`config.mk`:
```
export PLATFORM = sky130hd
export DESIGN_NAME = wctk_cell
export DESIGN_NICKNAME = d
export VERILOG_FILES = /design/src/rtl/core/word_count_top_k_tracker_core_defines.svh /design/src/rtl/core/wctk_pkg.sv /design/src/rtl/core/wctk_cell.sv
export SDC_FILE = /design/constraint.sdc
export NUM_CORES = 1
export LEC_CHECK = 0
export ABC_CLOCK_PERIOD_IN_PS = 1190
export BUFFER_PORTS_ARGS = -buffer_cell sky130_fd_sc_hd__buf_4
export CAP_MARGIN = 30
export CORE_MARGIN = 1
export CORE_UTILIZATION = 34
export CTS_CLUSTER_DIAMETER = 30
export DETAILED_ROUTE_END_ITERATION = 10
export GPL_TIMING_DRIVEN = 0
export PLACE_DENSITY_LB_ADDON = 0.15
export RECOVER_POWER = 25
export SYNTH_ARGS = -nofsm -noshare
export SYNTH_HDL_FRONTEND = slang
export SYNTH_SLANG_ARGS = --single-unit
```
`constraint.sdc`:
```
create_clock -name clk_i -period 1.19 [get_ports clk_i]
set_input_delay 0.119 -clock clk_i [delete_from_list [all_inputs] [get_ports clk_i]]
set_output_delay 0.119 -clock clk_i [all_outputs]
set_load 0.02 [all_outputs]
```
`src/rtl/core/word_count_top_k_tracker_core_defines.svh`:
```
// ----------------------------------------------------------------------------
// Word count top-K tracker: assertion macros
// Shared property wrappers, clocked on clk_i and disabled while rst_ni is low.
// ----------------------------------------------------------------------------
`ifndef WORD_COUNT_TOP_K_TRACKER_CORE_DEFINES_SVH
`define WORD_COUNT_TOP_K_TRACKER_CORE_DEFINES_SVH

// Checks a property at every clock edge outside reset.
`define WCTK_ASSERT(lbl, prop, msg) \
  lbl: assert property (@(posedge clk_i) disable iff (!rst_ni) (prop)) \
    else $error(msg);

// Checks that a condition in one cycle implies a consequence in the next cycle.
`define WCTK_ASSERT_NEXT(lbl, ante, cons, msg) \
  lbl: assert property (@(posedge clk_i) disable iff (!rst_ni) (ante) |=> (cons)) \
    else $error(msg);

`endif

```
`src/rtl/core/wctk_pkg.sv`:
```
// ----------------------------------------------------------------------------
// Word count top-K tracker package
// Field widths, result status codes and the scan token type.
// ----------------------------------------------------------------------------
`timescale 1ns / 1ps

package wctk_pkg;

  // Fixed field widths of the request and result channels.
  localparam int unsigned KeyBits   = 10;
  localparam int unsigned CountBits = 20;
  localparam int unsigned SlotBits  = 4;

  // Slot index width that covers the largest supported list (64 entries).
  localparam int unsigned SlotMaxW  = 6;

  typedef logic [KeyBits-1:0]   key_t;
  typedef logic [CountBits-1:0] count_t;
  typedef logic [SlotMaxW-1:0]  slot_t;

  localparam count_t CountMax = '1;

  // Result status codes.
  typedef enum logic [2:0] {
    ST_UPDATED  = 3'd0,
    ST_APPENDED = 3'd1,
    ST_REPLACED = 3'd2,
    ST_NOT_KEPT = 3'd3,
    ST_ENTRY    = 3'd4,
    ST_EMPTY    = 3'd5
  } status_e;

  // Request kinds.
  localparam logic KindAdd  = 1'b0;
  localparam logic KindRead = 1'b1;

  // Token that walks down the cell chain during an add.
  typedef struct packed {
    logic   valid;
    logic   found;
    slot_t  found_slot;
    count_t min_cnt;
    slot_t  min_slot;
  } scan_tok_t;

endpackage

```
`src/rtl/core/wctk_cell.sv`:
```
// ----------------------------------------------------------------------------
// Top list cell
// Holds one list slot and refines the scan token on its way down the chain.
// ----------------------------------------------------------------------------
`timescale 1ns / 1ps

module wctk_cell import wctk_pkg::*; #(
  parameter int unsigned CELL_IDX = 0
) (
  input  logic      clk_i,
  input  logic      rst_ni,
  input  scan_tok_t tok_i,
  output scan_tok_t tok_o,
  input  logic      vld_i,
  input  key_t      word_i,
  input  logic      wr_i,
  input  key_t      wr_key_i,
  input  count_t    wr_cnt_i,
  output key_t      key_o,
  output count_t    cnt_o
);

  localparam slot_t MySlot = SlotMaxW'(CELL_IDX);

  key_t      key_q;
  count_t    cnt_q;
  scan_tok_t tok_d;
  scan_tok_t tok_q;
  logic      tok_vld_q;

  // Match against the word being added and track the first lowest count.
  always_comb begin
    tok_d = tok_i;
    if (vld_i && !tok_i.found && (key_q == word_i)) begin
      tok_d.found      = 1'b1;
      tok_d.found_slot = MySlot;
    end
    if ((CELL_IDX == 0) || (cnt_q < tok_i.min_cnt)) begin
      tok_d.min_cnt  = cnt_q;
      tok_d.min_slot = MySlot;
    end
  end

  // Token valid travels with reset; the rest is payload.
  always_ff @(posedge clk_i or negedge rst_ni) begin
    if (!rst_ni) begin
      tok_vld_q <= 1'b0;
    end else begin
      tok_vld_q <= tok_i.valid;
    end
  end

  always_ff @(posedge clk_i) begin
    tok_q <= tok_d;
  end

  // Slot contents, written when the decision lands on this slot.
  always_ff @(posedge clk_i) begin
    if (wr_i) begin
      key_q <= wr_key_i;
      cnt_q <= wr_cnt_i;
    end
  end

  always_comb begin
    tok_o       = tok_q;
    tok_o.valid = tok_vld_q;
  end

  assign key_o = key_q;
  assign cnt_o = cnt_q;

endmodule
```
# After elaboration in Yosys (flattened, before gate mapping)
# Cells that the tools add are included.
# totals
regBits	58
in_bits	78
out_inout_bits	64
word_cells	10
# classes
n_eq_ne	1
reduce_logical	3
# op_table
cell	n
10-bit equality test	1
1-bit logical AND	2
1-bit zero test	1

# Longest topological paths before layout
# Gate-level depths: netlist of the first run.
# logic_depth
ltp_word	3
mapped_depth	3
depth_no_buf	3

# Least setup slack after synthesis of the first run
# OpenSTA, ideal clock, no wires.
# synth_timing
path_type	reg-to-reg
from	reg key_q[0] (netlist: key_o[0])
to	reg tok_q (netlist bit tok_o[26])
setup_ns	0.149
arrival_ns	1.293
t_required_ns	1.041
setup_slack_ns	-0.253
path_stages_with_launch	4
path_buffers	0
period_less_slack_ns	1.443
path_cell_list	edfxtp_1 xor2_1 nor4_2 a31oi_1
# synth_via
elab_chain_len	2
# synth_lines
element	line_no	source
start: declaration	wctk_cell.sv:25	key_t key_q;
start signal: assignment	wctk_cell.sv:60	key_q <= wr_key_i;
10-bit equality test	wctk_cell.sv:34	if (vld_i && !tok_i.found && (key_q == word_i)) begin
1-bit logical AND	wctk_cell.sv:34	
end signal: assignment	wctk_cell.sv:54	tok_q <= tok_d;
end: declaration	wctk_cell.sv:28	scan_tok_t tok_q;
# No other way between the ends.
# A chain may end at the register's enable or synchronous reset.

# Worst setup path in the final report of the first run
# layout_timing
from	reg key_q[5] (netlist: key_o[5])
to	reg tok_q (netlist bit tok_o[29])
# Same word-level chain as after synthesis.

==> results_tabular.tex, run 1 <==
\begin{tabular}{lr}
\hline
Metric & Value \\
\hline
\multicolumn{2}{l}{\textbf{Synthesis}} \\
Cell types occupying the most area after synthesis & sky130\_fd\_sc\_hd\_\_edfxtp\_1 53\%, sky130\_fd\_sc\_hd\_\_dfxtp\_1 32\%, sky130\_fd\_sc\_hd\_\_xor2\_1 5.1\% \\
Register bit count reported by yosys & 58 \\
Most used flip-flop cell after synthesis & sky130\_fd\_sc\_hd\_\_edfxtp\_1 \\
Number of distinct standard cells referenced by the synthesized netlist & 12 \\
Leading cell types by count after synthesis & 30 x sky130\_fd\_sc\_hd\_\_edfxtp\_1, 27 x sky130\_fd\_sc\_hd\_\_dfxtp\_1, 10 x sky130\_fd\_sc\_hd\_\_xor2\_1 \\
Instance count of the mapped netlist & 93 \\
Share of synthesized flip-flops with an asynchronous set or reset & 1.72\% \\
Share of Yosys cell area claimed by the top area cell type & 52.5\% \\
Syn. warnings & 0 \\
Post-synthesis cell type with the largest combined area & sky130\_fd\_sc\_hd\_\_edfxtp\_1 \\
Post-Synthesis Mean Instance Area & 18.4 µm² \\
Proportion of synthesized chip area in sequential cells & 85.5\% \\
Most frequent cell after synthesis & sky130\_fd\_sc\_hd\_\_edfxtp\_1 \\
Netlist Area Pre-Place & approximately 1700 µm² \\
Number of flops mapped to enable cells by yosys & 30 \\
\multicolumn{2}{l}{\textbf{Clock tree}} \\
Clock sink count & 58 \\
H-tree lvl count & 3 \\
Clock root cell & sky130\_fd\_sc\_hd\_\_clkbuf\_8 \\
Reg clk slew, reported paths & 0.06 ns \\
Maximum clock path buffer count & 2 \\
Number of resized instances in the post-cts repair step & 0 \\
Clk Latency, worst-skew pair & about 0.33 ns \\
Total clock buffers created by CTS & 9 \\
TritonCTS clock tree & yes \\
\multicolumn{2}{l}{\textbf{Timing}} \\
Unrepaired setup endpoints after global routing & true \\
Number of setup violations in the final report & 7 \\
Max-slew headroom at the worst pin & 50.3\% \\
Slew Viols, Final & 0 \\
Max Fclk & slightly below 0.8 GHz \\
Minimum clock period after layout & 1.28 ns \\
Post-route worst setup slack & -0.0918 ns \\
Setup\_tns & -0.519 ns \\
Endpoints failing hold & 0 \\
Clk\_skew & 0.00812 ns \\
Transition time at the pin with the least slew margin & roughly 0.74 ns \\
Final period utilization & 108\% \\
\multicolumn{2}{l}{\textbf{Status}} \\
Failing checks & setup timing \\
Status & finished, violations left \\
\multicolumn{2}{l}{\textbf{Global routing}} \\
Wire length of the first global-routing pass & 5.82 mm \\
Number of antenna violations at the first check in global routing & 0 \\
Maximum number of pins on one net before global-route repair & 31 \\
Total global routing track utilization & 15.7\% \\
Vias in the first global route & 1317 \\
Total grt overflow & 0 \\
\multicolumn{2}{l}{\textbf{Die}} \\
Chip height & 73.0 µm \\
Top-level I/O count & 142 \\
Die outline width & 73.0 µm \\
Floorplan die area & roughly 5300 µm² \\
Cell Rows & 25 \\
Floorplan core area & around 4800 µm² \\
Starting density of the core & 35.8\% \\
\multicolumn{2}{l}{\textbf{Worst setup path}} \\
Critical Path Sink Type & register \\
Highest fanout seen on the critical path & 7 \\
Launching element type of the critical path & register \\
Required @ worst endpoint & 1.37 ns \\
Critical path arrival & approximately 1.5 ns \\
Kind of critical path & reg2reg \\
\multicolumn{2}{l}{\textbf{Placed design}} \\
RD Place Congestion & 0.690 \\
Placement Setup Slack & -0.152 ns \\
Inst Count DP & 274 \\
Number of input and output port buffers inserted & 109 \\
Sum of net half-perimeters after detailed placement & 2.73 mm \\
\multicolumn{2}{l}{\textbf{Final layout}} \\
Number of inserted filler cells in the final layout & 364 \\
Number of standard cells in the final layout excluding fillers & roughly 330 \\
Antenna diode count & 0 \\
Layout cell share with drive strength beyond 1 & about 52\% \\
Final net count & 331 \\
Post-route core utilization & 66.7\% \\
Area growth syn-to-layout & 86.2\% \\
\multicolumn{2}{l}{\textbf{Detailed routing}} \\
Met1 wire length & roughly 1.4 mm \\
Met2 wire len & 2.32 mm \\
Residual antenna-violating net count after detailed routing & 0 \\
Via count normalized by instance count & 4.00 \\
Number of vias in the routed layout & 1299 \\
Routed wirelength normalized by instance count & 12.6 µm \\
Highest signal layer in the routed design & met4 \\
Drt total wl & about 4.1 mm \\
Routed wl met3 & 312 µm \\
Drt initial violations & 38 \\
Length of the first detailed-routing pass in iterations & 4 \\
Number of design rule violations left after detail routing & 0 \\
\multicolumn{2}{l}{\textbf{Power and ir drop}} \\
Max IR drop VDD & around 1000 µV \\
Static Leakage & 1.44 nW \\
Power density over the cells & 1520 nW/µm² \\
Total Power Consumption & 4.84 mW \\
\multicolumn{2}{l}{\textbf{Flow run}} \\
Reported max-cap violation count & 0 \\
\multicolumn{2}{l}{\textbf{Hold path}} \\
Hold Path Class & in2reg \\
\hline
\end{tabular}
==> report_power, final <==
part	switching, mW	internal (mW)
Combinational	0.378	0.401
Clock	0.774	0.957
Sequential	0.0643	2.27
Total	1.22	3.62
==> per-layer routing <==
layer  up-vias  global-route usage (%)
met1       592                    14.0
met4         0                    8.71
met3         8                    6.91
met2        63                    29.2
met5         -                       0
li1        636                       -
==> sequential cells by signal, summed over array words and instances, names as in the netlist <==
| register | count |
|---|---|
| key_o | 10 |
| cnt_o | 20 |
| tok_o | 27 |
| tok_vld_q | 1 |
==> logic make-up after synthesis <==
family	synth area share, %
XOR/XNOR	5.11
AND/OR/NAND/NOR	2.11
AO/OA/AOI/OAI	2.70
other	0.219
buffers and inverters	4.38
flip-flops	85.5
==> critical path, cell delays in order, from the launching register on <==
cell and delay, ns:
sky130_fd_sc_hd__edfxtp_1 0.41, sky130_fd_sc_hd__xor2_1 0.19, sky130_fd_sc_hd__nor4_4 0.26, sky130_fd_sc_hd__buf_4 0.18, sky130_fd_sc_hd__a31oi_1 0.10
==> layout by cell type (no fill, tap or decap) <==
| cell | instances |
|---|---|
| sky130_fd_sc_hd__dfxtp_1 | 27 |
| sky130_fd_sc_hd__clkinv_1 | 2 |
| sky130_fd_sc_hd__nor3_2 | 1 |
| sky130_fd_sc_hd__inv_1 | 6 |
| sky130_fd_sc_hd__dlygate4sd3_1 | 33 |
| sky130_fd_sc_hd__a31oi_1 | 6 |
| sky130_fd_sc_hd__clkbuf_8 | 9 |
| sky130_fd_sc_hd__clkinvlp_4 | 3 |
| sky130_fd_sc_hd__clkbuf_2 | 1 |
| sky130_fd_sc_hd__nand2b_1 | 1 |
| sky130_fd_sc_hd__edfxtp_1 | 30 |
| sky130_fd_sc_hd__clkbuf_4 | 1 |
| sky130_fd_sc_hd__a31o_1 | 1 |
| sky130_fd_sc_hd__inv_6 | 1 |
| sky130_fd_sc_hd__xor2_1 | 10 |
| sky130_fd_sc_hd__nor4_4 | 2 |
| sky130_fd_sc_hd__buf_4 | 116 |
| sky130_fd_sc_hd__bufinv_16 | 1 |
| sky130_fd_sc_hd__conb_1 | 6 |
| sky130_fd_sc_hd__dfrtp_1 | 1 |
==> stage by stage <==
step | hold WS [ns] | instance area (µm²)
after floorplan | -0.177 | 1760
after global placement | -0.106 | 2660
after detailed placement | -0.104 | 2660
after CTS | 0.00229 | 3200
after global routing | 0.00443 | 3190
final | 0.0155 | 3190
==> layout make-up <==
class,instances,area [µm²],area share [%]
flip-flops and latches,58,1470,45.9
multi-input cells,27,215,6.74
clock inverters,7,68.8,2.15
repair buffers,144,1160,36.3
plain buffers,7,52.6,1.65
inverters,6,22.5,0.705
clock buffers,9,124,3.88
well taps,67,83.8,2.62
==> path summary, 6_finish.rpt <==
| check | from | endpoint | slack, ns | depth (start not counted) |
|---|---|---|---|---|
| setup / recovery | key_o[5]$_DFFE_PP_ | tok_o[29]$_SDFF_PP0_ | -0.09 | 4 |
| setup reg to reg | key_o[5]$_DFFE_PP_ | tok_o[29]$_SDFF_PP0_ | -0.09 | 4 |
| hold reg to reg | cnt_o[12]$_DFFE_PP_ | tok_o[18]$_DFF_P_ | 0.37 | 0 |
| min in group asynchronous | rst_ni | tok_vld_q$_DFF_PN0_ | 0.13 | 2 |
| hold / removal | tok_i[31] | tok_o[31]$_SDFF_PP0_ | 0.02 | 3 |
| max in group asynchronous | rst_ni | tok_vld_q$_DFF_PN0_ | 0.98 | 2 |
==> what timing repair did <==
item / CTS / global route
pin swaps: 2 / 0
hold buffers: 33 / 0
setup endpoints to repair: 7 / 7
hold endpoints to repair: 33 / 0
buffers inserted: 2 / 0
(Power assumes the default switching activity.)
==> inputs of run 2 (changes only) <==
==> constraint.sdc (replaced) <==
create_clock -name clk_i -period 1.19 [get_ports clk_i]
set_input_delay 0.238 -clock clk_i [delete_from_list [all_inputs] [get_ports clk_i]]
set_output_delay 0.238 -clock clk_i [all_outputs]
set_load 0.02 [all_outputs]
==> results_tabular.tex, run 2 (synthesized netlist as in run 1, its figures left out) <==
\begin{tabular}{lr}
\hline
Metric & Value \\
\hline
\multicolumn{2}{l}{\textbf{Status}} \\
Status & finished, violations left \\
Failing checks & setup timing \\
\multicolumn{2}{l}{\textbf{Die}} \\
Chip height & 73.0 µm (unchanged) \\
Starting density of the core & 35.8\% (unchanged) \\
Floorplan core area & 4790 µm² (unchanged) \\
Top-level I/O count & 142 (unchanged) \\
Floorplan die area & 5330 µm² (unchanged) \\
Die outline width & 73.0 µm (unchanged) \\
Cell Rows & 25 (unchanged) \\
\multicolumn{2}{l}{\textbf{Clock tree}} \\
Reg clk slew, reported paths & 0.07 ns (about the same) \\
TritonCTS clock tree & yes \\
Clock root cell & sky130\_fd\_sc\_hd\_\_clkbuf\_8 \\
Clock sink count & 58 (unchanged) \\
Total clock buffers created by CTS & 9 (unchanged) \\
H-tree lvl count & 3 (unchanged) \\
Maximum clock path buffer count & 2 (unchanged) \\
Clk Latency, worst-skew pair & 0.32 ns (about the same) \\
\multicolumn{2}{l}{\textbf{Final layout}} \\
Most common cell after layout, fill and taps aside & sky130\_fd\_sc\_hd\_\_buf\_4 \\
Number of flip-flops under the largest register name & 27 (unchanged) \\
Antenna diode count & 0 (unchanged) \\
Number of inserted filler cells in the final layout & 391 (+7.4\%) \\
Non-Filler Cell Area, Final & 2880 µm² (-9.7\%) \\
Final net count & 299 (-9.7\%) \\
Most used cells in the layout excluding fill and tap cells & 84 x sky130\_fd\_sc\_hd\_\_buf\_4, 32 x sky130\_fd\_sc\_hd\_\_clkbuf\_4, 30 x sky130\_fd\_sc\_hd\_\_edfxtp\_1, 27 x sky130\_fd\_sc\_hd\_\_dfxtp\_1, 10 x sky130\_fd\_sc\_hd\_\_xor2\_1 \\
Footprint of the multi-input gates & 215 µm² (unchanged) \\
Sequential cell area & 1470 µm² (unchanged) \\
Area growth syn-to-layout & 68.1\% \\
Layout cell share with drive strength beyond 1 & 59.7\% (+7.4 points) \\
\multicolumn{2}{l}{\textbf{Flow run}} \\
Reported max-cap violation count & 0 (unchanged) \\
\multicolumn{2}{l}{\textbf{Placed design}} \\
Sum of net half-perimeters after detailed placement & 2.73 mm (unchanged) \\
Area of placed instances & 2660 µm² (unchanged) \\
Number of input and output port buffers inserted & 109 (unchanged) \\
RD Place Congestion & 0.690 (unchanged) \\
\multicolumn{2}{l}{\textbf{Worst setup path}} \\
Critical path arrival & 1.48 ns (+0.02 ns) \\
R2r worst-path depth & 4 (unchanged) \\
Worst path slowest cell & sky130\_fd\_sc\_hd\_\_edfxtp\_1 \\
Critical Path Sink Type & register \\
Highest fanout seen on the critical path & 7 (unchanged) \\
CP Buf/Inv Count & 1 (unchanged) \\
Kind of critical path & reg2reg \\
Family of cells with the greatest summed delay on the critical path & flip-flops \\
Launching element type of the critical path & register \\
Worst path max stage delay & 0.42 ns (about the same) \\
Required @ worst endpoint & 1.36 ns (about the same) \\
Instance count on the critical path & 4 (unchanged) \\
CP Cell Sequence & xor2\_1, nor4\_4, buf\_4, a31oi\_1 \\
\multicolumn{2}{l}{\textbf{Detailed routing}} \\
Residual antenna-violating net count after detailed routing & 0 (unchanged) \\
Length of the first detailed-routing pass in iterations & 4 (unchanged) \\
Met2 wire len & 2.11 mm (-9.0\%) \\
Number of vias in the routed layout & 1190 (-8.4\%) \\
Routed wirelength normalized by instance count & 12.6 µm (+0.13\%) \\
Highest signal layer in the routed design & met4 \\
Met1 wire length & 1.18 mm (-13\%) \\
Via count normalized by instance count & 4.06 (+1.6\%) \\
Drt initial violations & 35 (-7.9\%) \\
Number of design rule violations left after detail routing & 0 (unchanged) \\
Routed wl met3 & 320 µm (+2.6\%) \\
Drt total wl & 3.69 mm (-9.7\%) \\
\multicolumn{2}{l}{\textbf{Hold path}} \\
Hold Path Class & in2reg \\
Cell depth of the worst hold path & 1 (-2) \\
\multicolumn{2}{l}{\textbf{Power and ir drop}} \\
Power density over the cells & 1640 nW/µm² (+8.3\%) \\
Static Leakage & 1.31 nW (-9.5\%) \\
Max IR drop VDD & 946 µV (-3.5\%) \\
\multicolumn{2}{l}{\textbf{Timing}} \\
Slew Viols, Final & 0 (unchanged) \\
Minimum clock period after layout & 1.31 ns (+0.0256 ns) \\
Endpoints failing hold & 0 (unchanged) \\
Setup\_tns & -0.751 ns (-0.232 ns) \\
Number of setup violations in the final report & 8 (+1) \\
Unrepaired setup endpoints after global routing & true \\
Final period utilization & 110\% (+2.2 points) \\
Post-route worst setup slack & -0.117 ns (-0.0256 ns) \\
Max Fclk & 0.765 GHz (-2.0\%) \\
Clk\_skew & 0.00622 ns (-0.00190 ns) \\
\multicolumn{2}{l}{\textbf{Global routing}} \\
Total grt overflow & 0 (unchanged) \\
Vias in the first global route & 1173 (-11\%) \\
Maximum number of pins on one net before global-route repair & 31 (unchanged) \\
Total global routing track utilization & 13.9\% (-1.9 points) \\
Wire length of the first global-routing pass & 5.15 mm (-12\%) \\
Number of antenna violations at the first check in global routing & 0 (unchanged) \\
\hline
\end{tabular}
[run 2: report_power, final]
| group | internal (mW) | total [mW] | switching (mW) |
|---|---|---|---|
| Sequential | 2.27 | 2.33 | 0.0630 |
| Clock | 0.958 | 1.71 | 0.757 |
| Combinational | 0.332 | 0.692 | 0.360 |
| Total | 3.56 | 4.74 | 1.18 |
[run 2: cell type report]
class	count	area share, %
Buffer	6	1.56
Clock buffer	9	4.30
Clock inverter	7	2.39
Inverter	6	0.781
Multi-Input combinational cell	27	7.46
Sequential cell	58	50.8
Tap cell	67	2.91
Timing Repair Buffer	113	29.8
[run 2: final timing paths]
path	startpoint	to	slack, ns
worst max-delay path	key_o[4]$_DFFE_PP_	tok_o[29]$_SDFF_PP0_	-0.12
worst min-delay path	tok_i[33]	tok_vld_q$_DFF_PN0_	0.04
worst max register to register	key_o[4]$_DFFE_PP_	tok_o[29]$_SDFF_PP0_	-0.12
worst min register to register	cnt_o[12]$_DFFE_PP_	tok_o[18]$_DFF_P_	0.37
max in group asynchronous	rst_ni	tok_vld_q$_DFF_PN0_	0.85
min in group asynchronous	rst_ni	tok_vld_q$_DFF_PN0_	0.25
[run 2: metal layers]
layer | vias up | GRT usage [%]
met5 | - | 0
met3 | 8 | 5.66
li1 | 571 | -
met4 | 0 | 9.80
met1 | 546 | 12.6
met2 | 65 | 24.8
[run 2: stage by stage]
| stage | utilization, % | hold WS (ns) | cells | power, mW | setup slack (ns) |
|---|---|---|---|---|---|
| finish | 60.3 | 0.0445 | 293 | 4.74 | -0.117 |
| global route | 60.3 | 0.0316 | 293 | 4.94 | -0.194 |
| CTS | 60.2 | 0.00701 | 293 | 4.81 | -0.0954 |
| detailed placement | 55.6 | 0.0150 | 274 | 3.07 | -0.152 |
| global placement | 55.6 | 0.0131 | 274 | 3.04 | -0.0780 |
| floorplan | - | -0.0576 | 98 | 2.67 | -0.148 |
[run 2: timing repair]
item                                   CTS  global route
endpoints found under the hold margin    1             0
hold buffers                             1             0
resized for setup                        1             1
pin swaps                                2             1
setup endpoints to repair                8             9
buffers inserted                         2             1
